--- config.mk ---
export PLATFORM = sky130hd
export DESIGN_NAME = pmpp_frame_receiver_core
export DESIGN_NICKNAME = d
export VERILOG_FILES = /design/src/pfr_pkg.sv /design/src/pfr_fcs16.sv /design/src/pfr_frame_fsm.sv /design/src/pmpp_frame_receiver_core.sv
export SDC_FILE = /design/constraint.sdc
export NUM_CORES = 1
export LEC_CHECK = 0
export ABC_AREA = 1
export BUFFER_PORTS_ARGS = -buffer_cell sky130_fd_sc_hd__buf_2
export CAP_MARGIN = 10
export CORE_UTILIZATION = 30
export CTS_BUF_LIST = sky130_fd_sc_hd__clkbuf_8
export DETAILED_ROUTE_END_ITERATION = 10
export PLACE_DENSITY = 0.52
export SLEW_MARGIN = 0
export SYNTH_ARGS = -nofsm -noshare
export SYNTH_HDL_FRONTEND = slang
export SYNTH_SLANG_ARGS = --single-unit
--- constraint.sdc ---
create_clock -name clk -period 5.35 [get_ports clk]
set_input_delay 0.535 -clock clk [delete_from_list [all_inputs] [get_ports clk]]
set_output_delay 0.535 -clock clk [all_outputs]
set_load 0.01 [all_outputs]
--- src/pfr_pkg.sv ---
// ----------------------------------------------------------------------------
// pfr_pkg
// Shared types and constants for the byte-stuffed frame receiver.
// ----------------------------------------------------------------------------
package pfr_pkg;

	// Line bytes
	localparam logic [7:0] FLAG_BYTE = 8'h7E;
	localparam logic [7:0] ESC_BYTE  = 8'h7D;
	localparam logic [7:0] ESC_FLAG  = 8'h5E;
	localparam logic [7:0] ESC_ESC   = 8'h5D;
	localparam logic [7:0] ESC_BAD   = 8'hFF;
	localparam logic [7:0] LONG_FORM = 8'h80;

	localparam logic [15:0] FCS_INIT    = 16'hFFFF;
	localparam logic [15:0] FCS_POLY    = 16'h8408;
	localparam logic [15:0] FCS_RESIDUE = 16'hF0B8;

	// Parser phases
	localparam int PHASE_W = 4;
	localparam logic [PHASE_W-1:0] PH_HUNT    = 4'd0;
	localparam logic [PHASE_W-1:0] PH_FIRST   = 4'd1;
	localparam logic [PHASE_W-1:0] PH_HEADER  = 4'd2;
	localparam logic [PHASE_W-1:0] PH_TAG     = 4'd3;
	localparam logic [PHASE_W-1:0] PH_LEN     = 4'd4;
	localparam logic [PHASE_W-1:0] PH_LEN_ONE = 4'd5;
	localparam logic [PHASE_W-1:0] PH_LEN_HI  = 4'd6;
	localparam logic [PHASE_W-1:0] PH_LEN_LO  = 4'd7;
	localparam logic [PHASE_W-1:0] PH_BODY    = 4'd8;
	localparam logic [PHASE_W-1:0] PH_END     = 4'd9;

	// Result kinds
	localparam logic [2:0] KIND_PAYLOAD    = 3'd0;
	localparam logic [2:0] KIND_GOOD       = 3'd1;
	localparam logic [2:0] KIND_CHECK_ERR  = 3'd2;
	localparam logic [2:0] KIND_HDR_REJECT = 3'd3;
	localparam logic [2:0] KIND_TAG_REJECT = 3'd4;
	localparam logic [2:0] KIND_NO_END     = 3'd5;

	// Configuration register indexes
	localparam int CFG_IDX_W = 2;
	localparam logic [CFG_IDX_W-1:0] REG_CONTROL  = 2'd0;
	localparam logic [CFG_IDX_W-1:0] REG_PROTO_ID = 2'd1;
	localparam logic [CFG_IDX_W-1:0] REG_SEQ_TAG  = 2'd2;

	localparam logic [7:0] CONTROL_RESET  = 8'd19;
	localparam logic [7:0] PROTO_ID_RESET = 8'd193;
	localparam logic [7:0] SEQ_TAG_RESET  = 8'd48;

	typedef struct packed {
		logic [7:0] control;
		logic [7:0] proto_id;
		logic [7:0] seq_tag;
	} pfr_cfg_t;

	typedef struct packed {
		logic        valid;
		logic [2:0]  kind;
		logic [7:0]  data;
		logic [15:0] len;
	} pfr_result_t;

endpackage

--- src/pfr_fcs16.sv ---
// ----------------------------------------------------------------------------
// pfr_fcs16
// FCS-16 (reflected 0x8408) update of the running check over one byte.
// ----------------------------------------------------------------------------
module pfr_fcs16 (
	input  logic [15:0] crc,
	input  logic [7:0]  data,
	output logic [15:0] crc_next
);

	always_comb begin
		logic [15:0] c;
		c = crc ^ {8'h00, data};
		for (int k = 0; k < 8; k++) begin
			if (c[0]) begin
				c = (c >> 1) ^ pfr_pkg::FCS_POLY;
			end else begin
				c = c >> 1;
			end
		end
		crc_next = c;
	end

endmodule

--- src/pfr_frame_fsm.sv ---
// ----------------------------------------------------------------------------
// pfr_frame_fsm
// Frame parser state: one step per line byte, unstuffing, header checks,
// length decode, byte count and frame check.
// ----------------------------------------------------------------------------
module pfr_frame_fsm #(
	parameter int HEADER_BYTES = 4
) (
	input  logic                 clk,
	input  logic                 arst_n,
	input  logic                 step_en,
	input  logic [7:0]           raw,
	input  pfr_pkg::pfr_cfg_t    cfg,
	output pfr_pkg::pfr_result_t res
);

	localparam int HP_W = $clog2(HEADER_BYTES);
	localparam logic [HP_W-1:0] POS_CONTROL  = HP_W'(HEADER_BYTES - 2);
	localparam logic [HP_W-1:0] POS_PROTO_ID = HP_W'(HEADER_BYTES - 1);
	localparam logic [HP_W:0]   POS_LIMIT    = (HP_W+1)'(HEADER_BYTES);

	logic [pfr_pkg::PHASE_W-1:0] phase_q, phase_d;
	logic                        esc_q, esc_d;
	logic [HP_W-1:0]             hpos_q, hpos_d;
	logic                        hok_q, hok_d;
	logic [15:0]                 clen_q, clen_d;
	logic [16:0]                 brem_q, brem_d;
	logic [15:0]                 crc_q, crc_d;

	logic [7:0]  b;
	logic [15:0] crc_next;

	pfr_fcs16 u_fcs (
		.crc      (crc_q),
		.data     (b),
		.crc_next (crc_next)
	);

	// undo escapes: after an escape mark, 0x5E becomes the flag byte, 0x5D the escape byte, anything else 0xFF
	always_comb begin
		b = raw;
		if (esc_q) begin
			if (raw == pfr_pkg::ESC_FLAG) begin
				b = pfr_pkg::FLAG_BYTE;
			end else if (raw == pfr_pkg::ESC_ESC) begin
				b = pfr_pkg::ESC_BYTE;
			end else begin
				b = pfr_pkg::ESC_BAD;
			end
		end
	end

	always_comb begin
		logic [pfr_pkg::PHASE_W-1:0] eph;
		logic                        work;
		logic                        go;
		logic                        hok_n;
		logic [HP_W:0]               hpos_inc;
		logic [15:0]                 clen_new;
		logic [16:0]                 brem_after;

		phase_d = phase_q;
		esc_d   = esc_q;
		hpos_d  = hpos_q;
		hok_d   = hok_q;
		clen_d  = clen_q;
		brem_d  = brem_q;
		crc_d   = crc_q;
		res     = '0;
		eph     = phase_q;
		work    = 1'b0;
		go      = 1'b0;
		hok_n   = hok_q;
		hpos_inc = {1'b0, hpos_q} + (HP_W+1)'(1);
		clen_new = clen_q;
		brem_after = brem_q;

		case (phase_q)
			pfr_pkg::PH_HUNT: begin
				if (raw == pfr_pkg::FLAG_BYTE) begin
					phase_d = pfr_pkg::PH_FIRST;
					esc_d   = 1'b0;
					hpos_d  = HP_W'(1);
					hok_d   = 1'b1;
					clen_d  = '0;
					brem_d  = '0;
					crc_d   = pfr_pkg::FCS_INIT;
				end
			end
			pfr_pkg::PH_END: begin
				phase_d = pfr_pkg::PH_HUNT;
				if (raw != pfr_pkg::FLAG_BYTE) begin
					res.valid = 1'b1;
					res.kind  = pfr_pkg::KIND_NO_END;
				end
			end
			pfr_pkg::PH_FIRST: begin
				// skip one repeated opening flag
				phase_d = pfr_pkg::PH_HEADER;
				eph     = pfr_pkg::PH_HEADER;
				work    = (raw != pfr_pkg::FLAG_BYTE);
			end
			default: begin
				work = 1'b1;
			end
		endcase

		// track escape marks
		if (work) begin
			if (esc_q) begin
				esc_d = 1'b0;
				go    = 1'b1;
			end else if (raw == pfr_pkg::ESC_BYTE) begin
				esc_d = 1'b1;
			end else begin
				go = 1'b1;
			end
		end

		if (go) begin
			crc_d = crc_next;
			case (eph)
				pfr_pkg::PH_HEADER: begin
					if (hpos_q == POS_CONTROL && b != cfg.control) begin
						hok_n = 1'b0;
					end
					if (hpos_q == POS_PROTO_ID && b != cfg.proto_id) begin
						hok_n = 1'b0;
					end
					hok_d = hok_n;
					if (hpos_inc >= POS_LIMIT) begin
						hpos_d = '0;
						if (!hok_n) begin
							phase_d   = pfr_pkg::PH_HUNT;
							res.valid = 1'b1;
							res.kind  = pfr_pkg::KIND_HDR_REJECT;
						end else begin
							phase_d = pfr_pkg::PH_TAG;
						end
					end else begin
						hpos_d = hpos_inc[HP_W-1:0];
					end
				end
				pfr_pkg::PH_TAG: begin
					res.valid = 1'b1;
					if (b != cfg.seq_tag) begin
						phase_d  = pfr_pkg::PH_HUNT;
						res.kind = pfr_pkg::KIND_TAG_REJECT;
					end else begin
						phase_d  = pfr_pkg::PH_LEN;
						res.kind = pfr_pkg::KIND_PAYLOAD;
						res.data = b;
					end
				end
				pfr_pkg::PH_LEN: begin
					res.valid = 1'b1;
					res.kind  = pfr_pkg::KIND_PAYLOAD;
					res.data  = b;
					if ((b & pfr_pkg::LONG_FORM) == 8'h00) begin
						clen_d  = {8'h00, b};
						brem_d  = {9'h000, b} + 17'd2;
						phase_d = pfr_pkg::PH_BODY;
					end else if (b[0]) begin
						phase_d = pfr_pkg::PH_LEN_ONE;
					end else if (b[1]) begin
						phase_d = pfr_pkg::PH_LEN_HI;
					end else begin
						clen_d  = '0;
						brem_d  = 17'd2;
						phase_d = pfr_pkg::PH_BODY;
					end
				end
				pfr_pkg::PH_LEN_ONE: begin
					res.valid = 1'b1;
					res.kind  = pfr_pkg::KIND_PAYLOAD;
					res.data  = b;
					clen_d    = {8'h00, b};
					brem_d    = {9'h000, b} + 17'd2;
					phase_d   = pfr_pkg::PH_BODY;
				end
				pfr_pkg::PH_LEN_HI: begin
					res.valid = 1'b1;
					res.kind  = pfr_pkg::KIND_PAYLOAD;
					res.data  = b;
					clen_d    = {b, 8'h00};
					phase_d   = pfr_pkg::PH_LEN_LO;
				end
				pfr_pkg::PH_LEN_LO: begin
					res.valid = 1'b1;
					res.kind  = pfr_pkg::KIND_PAYLOAD;
					res.data  = b;
					clen_new  = clen_q | {8'h00, b};
					clen_d    = clen_new;
					brem_d    = {1'b0, clen_new} + 17'd2;
					phase_d   = pfr_pkg::PH_BODY;
				end
				pfr_pkg::PH_BODY: begin
					if (brem_q > 17'd2) begin
						brem_d    = brem_q - 17'd1;
						res.valid = 1'b1;
						res.kind  = pfr_pkg::KIND_PAYLOAD;
						res.data  = b;
					end else begin
						if (brem_q != 17'd0) begin
							brem_after = brem_q - 17'd1;
						end
						brem_d = brem_after;
						if (brem_after == 17'd0) begin
							// judge the frame on the check including both FCS bytes
							phase_d   = pfr_pkg::PH_END;
							res.valid = 1'b1;
							res.kind  = (crc_next == pfr_pkg::FCS_RESIDUE) ?
								pfr_pkg::KIND_GOOD : pfr_pkg::KIND_CHECK_ERR;
							res.len   = clen_q;
						end
					end
				end
				default: begin
					phase_d = pfr_pkg::PH_HUNT;
				end
			endcase
		end
	end

	always_ff @(posedge clk or negedge arst_n) begin
		if (!arst_n) begin
			phase_q <= pfr_pkg::PH_HUNT;
			esc_q   <= 1'b0;
			hpos_q  <= '0;
			hok_q   <= 1'b1;
			clen_q  <= '0;
			brem_q  <= '0;
			crc_q   <= pfr_pkg::FCS_INIT;
		end else if (step_en) begin
			phase_q <= phase_d;
			esc_q   <= esc_d;
			hpos_q  <= hpos_d;
			hok_q   <= hok_d;
			clen_q  <= clen_d;
			brem_q  <= brem_d;
			crc_q   <= crc_d;
		end
	end

endmodule

--- src/pmpp_frame_receiver_core.sv ---
// ----------------------------------------------------------------------------
// pmpp_frame_receiver_core
// Byte-stuffed flag-delimited frame receiver with FCS-16 check.
// ----------------------------------------------------------------------------
// Usage:
//   Input channel (byte_valid / byte_stall / rx_byte) takes one raw line byte
//   per transaction. Output channel (result_valid / result_stall) carries one
//   result per transaction: kind, data_byte and message_length.
//   A byte that yields no result (flags, escape marks, header bytes of an
//   accepted header, the first FCS byte) produces no output transaction.
//   An accepted byte is held in the input register; the parser result for it
//   moves into the result register once that register is free.
//   Throughput: one byte per cycle while no stalled result waits; the parser
//   step and the FCS-16 byte update sit combinationally between the input
//   and result registers.
//   Stall: when result_stall holds a waiting result, the input register
//   holds its byte and byte_stall rises; at most two bytes stay in flight.
//   Reset: arst_n clears the parser to flag hunting, empties both registers
//   and loads the match registers with their defaults (0x13, 0xC1, 0x30).
//   Configuration writes (cfg_wr_en, cfg_index, cfg_wdata) take effect at
//   the next edge; write them only while no transaction is in flight.
// ----------------------------------------------------------------------------
module pmpp_frame_receiver_core #(
	parameter int HEADER_BYTES = 4
) (
	input  logic        clk,
	input  logic        arst_n,

	input  logic        cfg_wr_en,
	input  logic [1:0]  cfg_index,
	input  logic [7:0]  cfg_wdata,

	input  logic        byte_valid,
	output logic        byte_stall,
	input  logic [7:0]  rx_byte,

	output logic        result_valid,
	input  logic        result_stall,
	output logic [2:0]  kind,
	output logic [7:0]  data_byte,
	output logic [15:0] message_length
);

	pfr_pkg::pfr_cfg_t    cfg_q;
	pfr_pkg::pfr_result_t res;

	logic        valid_s1;
	logic [7:0]  byte_s1;
	logic        out_valid_q;
	logic [2:0]  kind_q;
	logic [7:0]  data_q;
	logic [15:0] len_q;
	logic        out_free;
	logic        step;

	// match registers
	always_ff @(posedge clk or negedge arst_n) begin
		if (!arst_n) begin
			cfg_q.control  <= pfr_pkg::CONTROL_RESET;
			cfg_q.proto_id <= pfr_pkg::PROTO_ID_RESET;
			cfg_q.seq_tag  <= pfr_pkg::SEQ_TAG_RESET;
		end else if (cfg_wr_en) begin
			case (cfg_index)
				pfr_pkg::REG_CONTROL:  cfg_q.control  <= cfg_wdata;
				pfr_pkg::REG_PROTO_ID: cfg_q.proto_id <= cfg_wdata;
				pfr_pkg::REG_SEQ_TAG:  cfg_q.seq_tag  <= cfg_wdata;
				default: ;
			endcase
		end
	end

	// The parser steps the held byte whenever the result register can take
	// whatever it produces.
	assign out_free   = !out_valid_q || !result_stall;
	assign step       = valid_s1 && out_free;
	assign byte_stall = valid_s1 && !out_free;

	// input register
	always_ff @(posedge clk or negedge arst_n) begin
		if (!arst_n) begin
			valid_s1 <= 1'b0;
		end else if (!byte_stall) begin
			valid_s1 <= byte_valid;
		end
	end

	always_ff @(posedge clk) begin
		if (byte_valid && !byte_stall) begin
			byte_s1 <= rx_byte;
		end
	end

	pfr_frame_fsm #(
		.HEADER_BYTES (HEADER_BYTES)
	) u_fsm (
		.clk     (clk),
		.arst_n  (arst_n),
		.step_en (step),
		.raw     (byte_s1),
		.cfg     (cfg_q),
		.res     (res)
	);

	// result register
	always_ff @(posedge clk or negedge arst_n) begin
		if (!arst_n) begin
			out_valid_q <= 1'b0;
		end else if (out_free) begin
			out_valid_q <= step && res.valid;
		end
	end

	always_ff @(posedge clk) begin
		if (step && res.valid) begin
			kind_q <= res.kind;
			data_q <= res.data;
			len_q  <= res.len;
		end
	end

	assign result_valid   = out_valid_q;
	assign kind           = kind_q;
	assign data_byte      = data_q;
	assign message_length = len_q;

endmodule

==> results of run 1 <==
[how the worst max path moves through the flow]
stage / cells after the start / slack (ns) / start / endpoint
2_1_floorplan: 18 / 2.40 / u_fsm.brem_q[0]$_DFFE_PN0P_ / data_byte[0]$_SDFFCE_PN0P_
4_1_cts: 19 / 2.00 / u_fsm.brem_q[0]$_DFFE_PN0P_ / message_length[11]$_SDFFCE_PP0P_
6_report: 19 / 1.99 / u_fsm.brem_q[0]$_DFFE_PN0P_ / message_length[14]$_SDFFCE_PP0P_
5_1_grt: 19 / 1.66 / u_fsm.brem_q[0]$_DFFE_PN0P_ / message_length[14]$_SDFFCE_PP0P_
3_3_place_gp: 19 / 2.08 / u_fsm.brem_q[0]$_DFFE_PN0P_ / data_byte[5]$_SDFFCE_PN0P_
3_5_place_dp: 19 / 2.03 / u_fsm.brem_q[0]$_DFFE_PN0P_ / data_byte[6]$_SDFFCE_PN0P_
[cell usage in the layout (no fill, tap or decap), types with 4 or more instances in the layout]
master / instances
nand4_1: 9
dfrtp_1: 58
nor3_1: 10
buf_4: 4
o21ai_1: 16
o22ai_1: 19
nor2_4: 5
nand2_2: 11
buf_2: 50
nor2_1: 98
edfxtp_1: 35
ha_1: 7
dfstp_2: 25
nand3b_1: 7
inv_1: 138
inv_2: 7
o211ai_1: 5
nor2_2: 20
a22oi_1: 4
clkbuf_8: 18
nand3_1: 79
xnor2_1: 9
a31oi_1: 6
a21oi_1: 18
xor2_1: 17
nand2_1: 272
o21ai_0: 75
[worst max-delay path, cell delays in order (launching register included)]
cell	delay, ns
dfrtp_1	0.43
inv_1	0.19
ha_1	0.18
inv_1	0.05
nor2_1	0.13
inv_1	0.05
nor2_1	0.19
nand2_2	0.27
nand2_1	0.12
nand2_1	0.07
inv_1	0.07
nand3_1	0.07
nor2_1	0.16
inv_1	0.06
nor2_1	0.09
nand3_1	0.09
nand3b_1	0.14
nand2_1	0.08
nand2_1	0.21
buf_4	0.37
[routing by layer]
layer | wire (µm) | up-vias | part of all wire
li1 | - | 3322 | -
met1 | 10300 | 3031 | 0.48
met2 | 9918 | 196 | 0.46
met3 | 923 | 27 | 0.043
met4 | 397 | 0 | 0.018
met5 | 0 | - | 0
[area by class of cell]
type,instances,area share
Multi-Input combinational cell,712,0.4262
Sequential cell,118,0.3821
Inverter,140,0.06356
Tap cell,319,0.04827
Timing Repair Buffer,55,0.03511
Clock buffer,18,0.02996
Clock inverter,14,0.01483
[cells by family after synthesis]
kind of cell,after synthesis
XOR/XNOR,26
adder cells (fa/ha/maj),7
AND/OR/NAND/NOR,526
AO/OA/AOI/OAI,153
flip-flops,118
buffers and inverters,160
[metrics by stage]
step	instance area [µm²]	total power, mW	hold slack, ns	utilization
final	8268	3.750	0.2525	0.3481
after global routing	8268	4.071	0.2256	0.3481
after CTS	8268	3.750	0.2322	0.3481
after detailed placement	7888	2.944	0.4690	0.3321
after global placement	7888	2.946	0.4731	0.3321
after floorplan	7337	2.520	0.2394	-
[state kept, by name (all words and copies together) (netlist names)]
register / cells
kind: 3
u_fsm.clen_q: 16
u_fsm.esc_q: 1
u_fsm.phase_q: 4
u_fsm.brem_q: 17
u_fsm.hok_q: 1
message_length: 16
data_byte: 8
byte_s1: 8
cfg_q: 24
valid_s1: 1
result_valid: 1
u_fsm.crc_q: 16
u_fsm.hpos_q: 2
[power groups by stage]
| stage | combinational (mW) | clock (mW) | sequential [mW] |
|---|---|---|---|
| final | 1.60 | 0.797 | 1.36 |
| after global routing | 1.83 | 0.860 | 1.38 |
| after CTS | 1.58 | 0.814 | 1.35 |
| after detailed placement | 1.58 | 0 | 1.37 |
| after global placement | 1.57 | 0 | 1.37 |
| after floorplan | 1.20 | 0 | 1.32 |
==> results.toml, run 1 <==
[outcome]
outcome = "finished clean"

[timing]
hold_viol = 0
finalClockSkew_ns = 0.01082
post-route-min-period_ns = 3.360
drv_slew = 0
fin_crit_sh = 0.6281
worstMarginPinSlew_ns = 0.9321
fin_setup_tns_ns = 0
setup_ws_ns = 1.990
rsz0062_at_grt = "no"
setup_viol = 0
max_freq_mhz = 297.6
slew_headroom = 0.3779

[logic_synthesis]
ys_async_sr_fraction = 0.7034
yosysTopAreaCell = "dfrtp_1"
syn_area_per_cell_um2 = 7.411
ys_top_cells_by_count = "272 x nand2_1, 133 x inv_1, 98 x nor2_1, 79 x nand3_1, 75 x o21ai_0"
synth_area_leaders = "dfrtp_1 20%, edfxtp_1 14%, nand2_1 14%"
yosys.area_share.xor_xnor = 0.03104
syn-cell-area_mm2 = 0.007337
ys_seq_area_frac = 0.4306
yosysMostFrequentCell = "nand2_1"
synth-compound-area-share = 0.1182
synth-seq-cells = 118
ys_warn_count = 0
synthCells = 990
synth_edf_count = 35
synth-simple-area-share = 0.3191
yosysTopAreaCellShare = 0.1978
synth_top_family_by_area = "simple AND/OR/NAND/NOR gates"
synth.distinct_cells = 43
synth_flop_cell = "dfrtp_1"
synth_fa_ha_area_frac = 0.01194
synth_mux_area_frac = 0
syn_nets = 1020

[global_route]
grt_pass1_vias = 6373
antenna_found_initial = 0
gr-total-overflow = 0
grt_max_degree = 63
use_met1 = 0.2474
grt_pass1_wl_um = 34530
grt_usage = 0.1827
met3_usage = 0.03239
grt_util_met2 = 0.2945
gr-max-usage-layer = "met2"

[cts]
htreeDepth = 4
numClockSinks = 118
cts_made_buffers = 17
path_clk_slew_ns = 0.08
clock_latency_ns = 0.45
post_cts_resized = 0
cts-root-buf = "clkbuf_8"
cts_setup_buffers = 0
cts.path.max_buffers = 2
hold_buffers = 1
tritoncts = "yes"

[worst_setup_path]
r2r_slack_ns = 1.99
worst-setup-path-type = "reg -> reg"
start_kind = "flip-flop"
rr_startpoint = "u_fsm.brem_q[0]$_DFFE_PN0P_"
required_ns = 5.47
r2r_end = "message_length[14]$_SDFFCE_PP0P_"
path_max_fanout = 24
cp-end-kind = "flip-flop"
rr_worst_depth = 19
arrival_ns = 3.48

[finish]
fin_cells = 1376
antenna_cells = 0
fin_nets = 1074
multi_input_area_mm2 = 0.003523
area_growth_pct = 12.69
fillers = 2555
layout-drive-gt1-share = 0.1561
ff_latch_area_mm2 = 0.003159

[pwr]
swShare = 0.4397
p_int_mw = 2.101
powerDensity_mw_per_mm2 = 453.5
seqPwrFrac = 0.361
vdd_drop_max_v = 0.0001541
combPwrFrac = 0.426
p_sw_mw = 1.649
p_leak_nw = 4.017
clkPwrFrac = 0.213

[run]
drv_cap = 0

[floorplanning]
fp.coreArea_mm2 = 0.02375
dieArea_mm2 = 0.02509
io_pins = 52
initial_utilization = 0.3089
row_count = 56
die_w_um = 158.4
die_h_um = 158.4

[drt]
drc = 0
viasPerCell = 4.779
wire_per_inst_um = 15.65
drt-initial-drc-count = 529
wl_um = 21540
num_vias = 6576
drt.antenna.violating_nets = 0
firstDrtPassIters = 6

[worst_hold_path]
worstHoldEndpoint = "byte_s1[0]$_DFFE_PP_"
hold_start = "rx_byte[0]"
hold_depth = 1
hold_class = "in -> reg"

[placed_design]
pre_cts_ws_ns = 2.030
io_buffers = 51
globalplace.congestion = 0.9323
dp_hpwl_um = 15880
dp_cells = 1343
No activity file was read; power rests on OpenSTA's default activity.
==> inputs of run 2 (changes only) <==
--- a/config.mk
+++ b/config.mk
@@ -11,7 +11,7 @@
 export CORE_UTILIZATION = 30
 export CTS_BUF_LIST = sky130_fd_sc_hd__clkbuf_8
 export DETAILED_ROUTE_END_ITERATION = 10
-export PLACE_DENSITY = 0.52
+export PLACE_DENSITY = 0.54
 export SLEW_MARGIN = 0
 export SYNTH_ARGS = -nofsm -noshare
 export SYNTH_HDL_FRONTEND = slang
==> constraint.sdc (replaced) <==
create_clock -name clk -period 2.7 [get_ports clk]
set_input_delay 0.27 -clock clk [delete_from_list [all_inputs] [get_ports clk]]
set_output_delay 0.27 -clock clk [all_outputs]
set_load 0.01 [all_outputs]
==> run 2 against run 1 <==
  * The run now ends with hold timing left
  * Global-route usage up 0.32 points
  * Hold slack worse by 0.28 ns
  * First-iteration DRC count down 1.1%
  * Wire length up 2.2%
==> results.toml, run 2 (same netlist as run 1, synthesis figures left out) <==
[outcome]
outcome = "complete, but fails checks"
violations = "hold timing"

[floorplanning]
die_w_um = 158.4
dieArea_mm2 = 0.02509
initial_utilization = 0.3089
row_count = 56
io_pins = 52
die_h_um = 158.4
fp.coreArea_mm2 = 0.02375

[global_route]
gr-total-overflow = 0
grt_pass1_wl_um = 35140
antenna_found_initial = 0
grt_max_degree = 72
grt_usage = 0.1860
grt_pass1_vias = 6704

[finish]
layout-drive-gt1-share = 0.2305
largest_register_ffs = 24
utilization = 0.3794
antenna_cells = 0
reg_top3 = "cfg_q: 24 flops, u_fsm.brem_q: 17 flops"
largest_register = "cfg_q"
fin_nets = 1145
final_common_cell = "nand2_1"
layout_common_cells = "268 x nand2_1, 131 x inv_1, 85 x nor2_1"
area_growth_pct = 22.82
fin_cells = 1447

[drt]
routed.top_layer = "met4"
firstDrtPassIters = 5
dr_wl_met3_um = 1136
num_vias = 6878
drt-initial-drc-count = 523
drc = 0
met2WireLength_um = 10120
wl_met1_um = 10250
drt.antenna.violating_nets = 0
wire_per_inst_um = 15.21
wl_um = 22010
viasPerCell = 4.753

[timing]
setup_ws_ns = 0.1243
drv_slew = 0
fin_setup_tns_ns = 0
worstMarginPinSlew_ns = 1.015
slew_headroom = 0.3235
hold_viol = 27
max_freq_mhz = 388.2
finalClockSkew_ns = 0.01252
rsz0062_at_grt = "yes"
post-route-min-period_ns = 2.576
fin_crit_sh = 0.9539
setup_viol = 0
fin_hold_ws_ns = -0.02655

[worst_setup_path]
max_stage_delay_ns = 0.38
cp-end-kind = "flip-flop"
path_max_fanout = 12
cp_cell_sequence = "inv_1, ha_1, inv_1, nor2_1, inv_1, nor2_4, nand2_4, buf_12, o21ai_0, nand2_1, nor2_2, inv_1, nor2_1, nand3_1, nand3b_1, nand2_2, nand2_4, clkbuf_16"
start_kind = "flip-flop"
arrival_ns = 2.75
critPathSlowestCell = "dfrtp_1"
worst-setup-path-type = "reg -> reg"
critPathMostFrequentCell = "inv_1"
required_ns = 2.88

[cts]
path_clk_slew_ns = 0.08
htreeDepth = 4
cts-root-buf = "clkbuf_8"
tritoncts = "yes"
numClockSinks = 118
cts_made_buffers = 17
clock_latency_ns = 0.46
cts.path.max_buffers = 2

[pwr]
combPwrFrac = 0.455
clkPwrFrac = 0.213
seqPwrFrac = 0.332
p_int_mw = 4.460
powerDensity_mw_per_mm2 = 884.6
p_sw_mw = 3.511
vdd_drop_max_v = 0.0002989
swShare = 0.4405
p_leak_nw = 4.401

[placed_design]
dp_cells = 1398
pre_cts_ws_ns = 0.05031
io_buffers = 51
globalplace.congestion = 0.9146
dp_hpwl_um = 16460

[worst_hold_path]
hold_class = "in -> async"

[run]
drv_cap = 0
run 2: changes by cell type in the layout (fill, tap and decap cells not counted), sizes merged:
cell | previous run | this run
inv | 147 | 146
dlygate4sd3 | 1 | 8
clkinv | 4 | 6
buf | 54 | 117
run 2: stage by stage:
stage	power, mW	instance area, µm²
floorplan	4.994	7345
global placement	6.096	8333
detailed placement	6.102	8333
CTS	7.831	8816
global route	8.595	9011
finish	7.971	9011
run 2: path summary, 6_finish.rpt:
kind | slack, ns | to | cells past startpoint | startpoint
worst max register to register | 0.12 | message_length[8]$_SDFFCE_PP0P_ | 18 | u_fsm.brem_q[1]$_DFFE_PN0P_
worst min-delay path | -0.03 | u_fsm.brem_q[7]$_DFFE_PN0P_ | 1 | arst_n
min in group clk | 0.06 | cfg_q[8]$_DFFE_PN1P_ | 3 | cfg_wdata[0]
worst max-delay path | 0.12 | message_length[8]$_SDFFCE_PP0P_ | 18 | u_fsm.brem_q[1]$_DFFE_PN0P_
worst min register to register | 0.49 | cfg_q[8]$_DFFE_PN1P_ | 2 | cfg_q[8]$_DFFE_PN1P_
max in group asynchronous | 1.93 | u_fsm.crc_q[15]$_DFFE_PN1P_ | 2 | arst_n
run 2: timing repair:
action | 4_1_cts | 5_1_grt
hold buffers | 8 | 0
endpoints found under the setup margin | 0 | 62
buffers inserted | 0 | 8
hold endpoints to repair | 8 | 0
gates resized for setup | 0 | 32
run 2: layout make-up:
type	count	area, µm²
repair buffers	126	895.9
well taps	319	399.1
multi-input cells	712	3627
flip-flops and latches	118	3161
fillers	2520	14740
clock buffers	17	234.0
inverters	140	525.5
clock inverters	15	168.9
run 2: critical path: cells and delay by family (launching register included):
family | cells | cell delay, ns
flip-flops | 1 | 0.38
AO/OA/AOI/OAI | 1 | 0.06
buffers and inverters | 6 | 0.61
adder cells (fa/ha/maj) | 1 | 0.14
AND/OR/NAND/NOR | 10 | 1.10
run 2: power by group through the flow:
stage	sequential, mW	combinational (mW)	clock [mW]
after global routing	2.70	4.08	1.81
final	2.65	3.63	1.70
after detailed placement	2.67	3.43	0
after floorplan	2.62	2.38	0
after global placement	2.67	3.43	0
after CTS	2.64	3.45	1.73
run 2: routing by layer:
metal / track usage / vias to the layer above
li1: - / 3467
met1: 0.2500 / 3185
met2: 0.2980 / 196
met3: 0.03375 / 30
met4: 0.06593 / 0
met5: 0 / -
==> inputs of run 3 (changes only) <==
--- a/config.mk
+++ b/config.mk
@@ -8,10 +8,12 @@
 export ABC_AREA = 1
 export BUFFER_PORTS_ARGS = -buffer_cell sky130_fd_sc_hd__buf_2
 export CAP_MARGIN = 10
+export CELL_PAD_IN_SITES_DETAIL_PLACEMENT = 0
+export CELL_PAD_IN_SITES_GLOBAL_PLACEMENT = 1
 export CORE_UTILIZATION = 30
 export CTS_BUF_LIST = sky130_fd_sc_hd__clkbuf_8
 export DETAILED_ROUTE_END_ITERATION = 10
-export PLACE_DENSITY = 0.54
+export PLACE_DENSITY = 0.67
 export SLEW_MARGIN = 0
 export SYNTH_ARGS = -nofsm -noshare
 export SYNTH_HDL_FRONTEND = slang
==> run 3 against run 2 <==
  * The flow now finishes without violations
  * Total power grew 3.9%
  * Fmax grew 1.0%
  * Wire length grew 4.2%
  * Non-clock buffer count grew 16
  * Worst setup slack gained 0.025 ns
  * Global-route usage grew 0.69 points
  * Sequential share of layout area shrank 0.64 points
==> results.toml, run 3 (same netlist as run 1, synthesis figures left out) <==
[cts]
numClockSinks = 118
cts-root-buf = "clkbuf_8"
path_clk_slew_ns = 0.09
cts.path.max_buffers = 2
htreeDepth = 4
cts_made_buffers = 17
tritoncts = "yes"
clock_latency_ns = 0.46

[timing]
fin_setup_tns_ns = 0
finalClockSkew_ns = 0.01324
drv_slew = 0
max_freq_mhz = 392.1
post-route-min-period_ns = 2.550
setup_ws_ns = 0.1498
setup_viol = 0
fin_hold_ws_ns = 0.03933
slew_headroom = 0.5961
fin_crit_sh = 0.9445
rsz0062_at_grt = "yes"
hold_viol = 0
worstMarginPinSlew_ns = 0.6041

[placed_design]
placed_cell_area_mm2 = 0.008438
io_buffers = 51
dp_hpwl_um = 17530
pre_cts_ws_ns = -0.03382
dp_cells = 1407
globalplace.congestion = 0.8724

[floorplanning]
io_pins = 52
initial_utilization = 0.3089
fp.coreArea_mm2 = 0.02375
dieArea_mm2 = 0.02509
row_count = 56
die_w_um = 158.4
die_h_um = 158.4

[global_route]
grt_pass1_wl_um = 36260
gr-total-overflow = 0
grt_pass1_vias = 6714
grt_usage = 0.1929
grt_max_degree = 41
antenna_found_initial = 0

[pwr]
combPwrFrac = 0.469
vdd_drop_max_v = 0.0003879
p_int_mw = 4.658
clkPwrFrac = 0.212
powerDensity_mw_per_mm2 = 901.8
p_leak_nw = 4.466
total_power_mw = 8.283
p_sw_mw = 3.625
swShare = 0.4376
seqPwrFrac = 0.319

[finish]
largest_register_ffs = 24
fin_nets = 1161
layout-drive-gt1-share = 0.2483
largest_register = "cfg_q"
fin_cells = 1463
final_common_cell = "nand2_1"
stdcell_area_mm2 = 0.009185
antenna_cells = 0
area_growth_pct = 25.19
utilization = 0.3867
layout_common_cells = "268 x nand2_1, 129 x inv_1, 81 x nor2_1"
reg_top3 = "cfg_q: 24 flops, u_fsm.brem_q: 17 flops"

[worst_setup_path]
required_ns = 2.91
arrival_ns = 2.76
cp_cell_sequence = "inv_2, ha_2, inv_1, nor2_2, inv_2, nor2_4, nand2_2, buf_6, buf_6, nand2_1, nand2_1, nor2_1, nand4_1, nor2_2, and2_4, nand2_1, nand2_1, nand2_1, nand2_1, nand2_1"
start_kind = "flip-flop"
critPathMostFrequentCell = "nand2_1"
critPathSlowestCell = "dfrtp_1"
cp-end-kind = "flip-flop"
max_stage_delay_ns = 0.40
path_max_fanout = 8
worst-setup-path-type = "reg -> reg"

[drt]
wire_per_inst_um = 15.68
drt.antenna.violating_nets = 0
drc = 0
viasPerCell = 4.685
wl_um = 22940
firstDrtPassIters = 8
num_vias = 6854
drt-initial-drc-count = 393

[worst_hold_path]
hold_class = "in -> reg"

[outcome]
outcome = "finished clean"

[run]
drv_cap = 0
==> run 3: changes by cell type in the layout (fill, tap and decap cells not counted), moves of 2 or more <==
cell | previous run | this run
buf_12 | 3 | 5
buf_4 | 64 | 75
buf_6 | 0 | 3
clkinv_4 | 5 | 3
dfrtp_1 | 57 | 55
dfrtp_2 | 1 | 3
inv_1 | 131 | 129
inv_2 | 9 | 11
inv_6 | 2 | 4
nor2_1 | 85 | 81
nor2_2 | 29 | 31
nor2_4 | 9 | 11
==> run 3: worst paths after layout <==
kind	start	endpoint	slack [ns]	depth (start not counted)
min reg2reg	cfg_q[8]$_DFFE_PN1P_	cfg_q[8]$_DFFE_PN1P_	0.50	2
max reg2reg	u_fsm.brem_q[0]$_DFFE_PN0P_	kind[0]$_DFFE_PP_	0.15	20
min in group asynchronous	arst_n	u_fsm.brem_q[0]$_DFFE_PN0P_	0.34	2
min	byte_valid	valid_s1$_DFFE_PN0N_	0.04	3
max	u_fsm.brem_q[0]$_DFFE_PN0P_	kind[0]$_DFFE_PP_	0.15	20
max in group asynchronous	arst_n	u_fsm.crc_q[0]$_DFFE_PN1P_	1.67	3
==> run 3: area by class of cell <==
class                      instances  area [µm²]
clock inverter                    14       162.7
multi-input combinational        712        3650
inverter                         140       525.5
clock buffer                      18       247.7
tap                              319       399.1
fill                            2481       14570
sequential                       118        3163
timing repair buffer             142        1037
==> run 3: routing by layer <==
layer | routed length, µm | share of wire | up-vias | GRT usage
met5 | 0 | 0 | - | 0
met4 | 225 | 0.0098 | 0 | 0.05174
met3 | 722 | 0.031 | 19 | 0.03348
met2 | 11120 | 0.48 | 96 | 0.3221
met1 | 10870 | 0.47 | 3232 | 0.2558
li1 | - | - | 3507 | -
==> run 3: what timing repair did <==
| action | CTS | global route |
|---|---|---|
| pin swaps | 1 | 13 |
| hold buffers | 9 | 0 |
| gates cloned | 0 | 0 |
| gates resized for setup | 0 | 47 |
| hold endpoints to repair | 39 | 0 |
| setup endpoints to repair | 24 | 59 |
| buffers inserted | 3 | 12 |
==> run 3: power by group through the flow <==
stage               logic, mW  clock network [mW]  registers [mW]
floorplan                2.38                   0            2.62
global placement         3.63                   0            2.66
detailed placement       3.62                   0            2.66
CTS                      3.65                1.81            2.63
global route             4.35                1.89            2.69
finish                   3.89                1.76            2.64
==> run 3: critical path, delay by kind of cell (launching register included) <==
family                   cells  cell delay (ns)
adder cells (fa/ha/maj)      1             0.16
buffers and inverters        5             0.47
flip-flops                   1             0.40
AND/OR/NAND/NOR             14             1.27
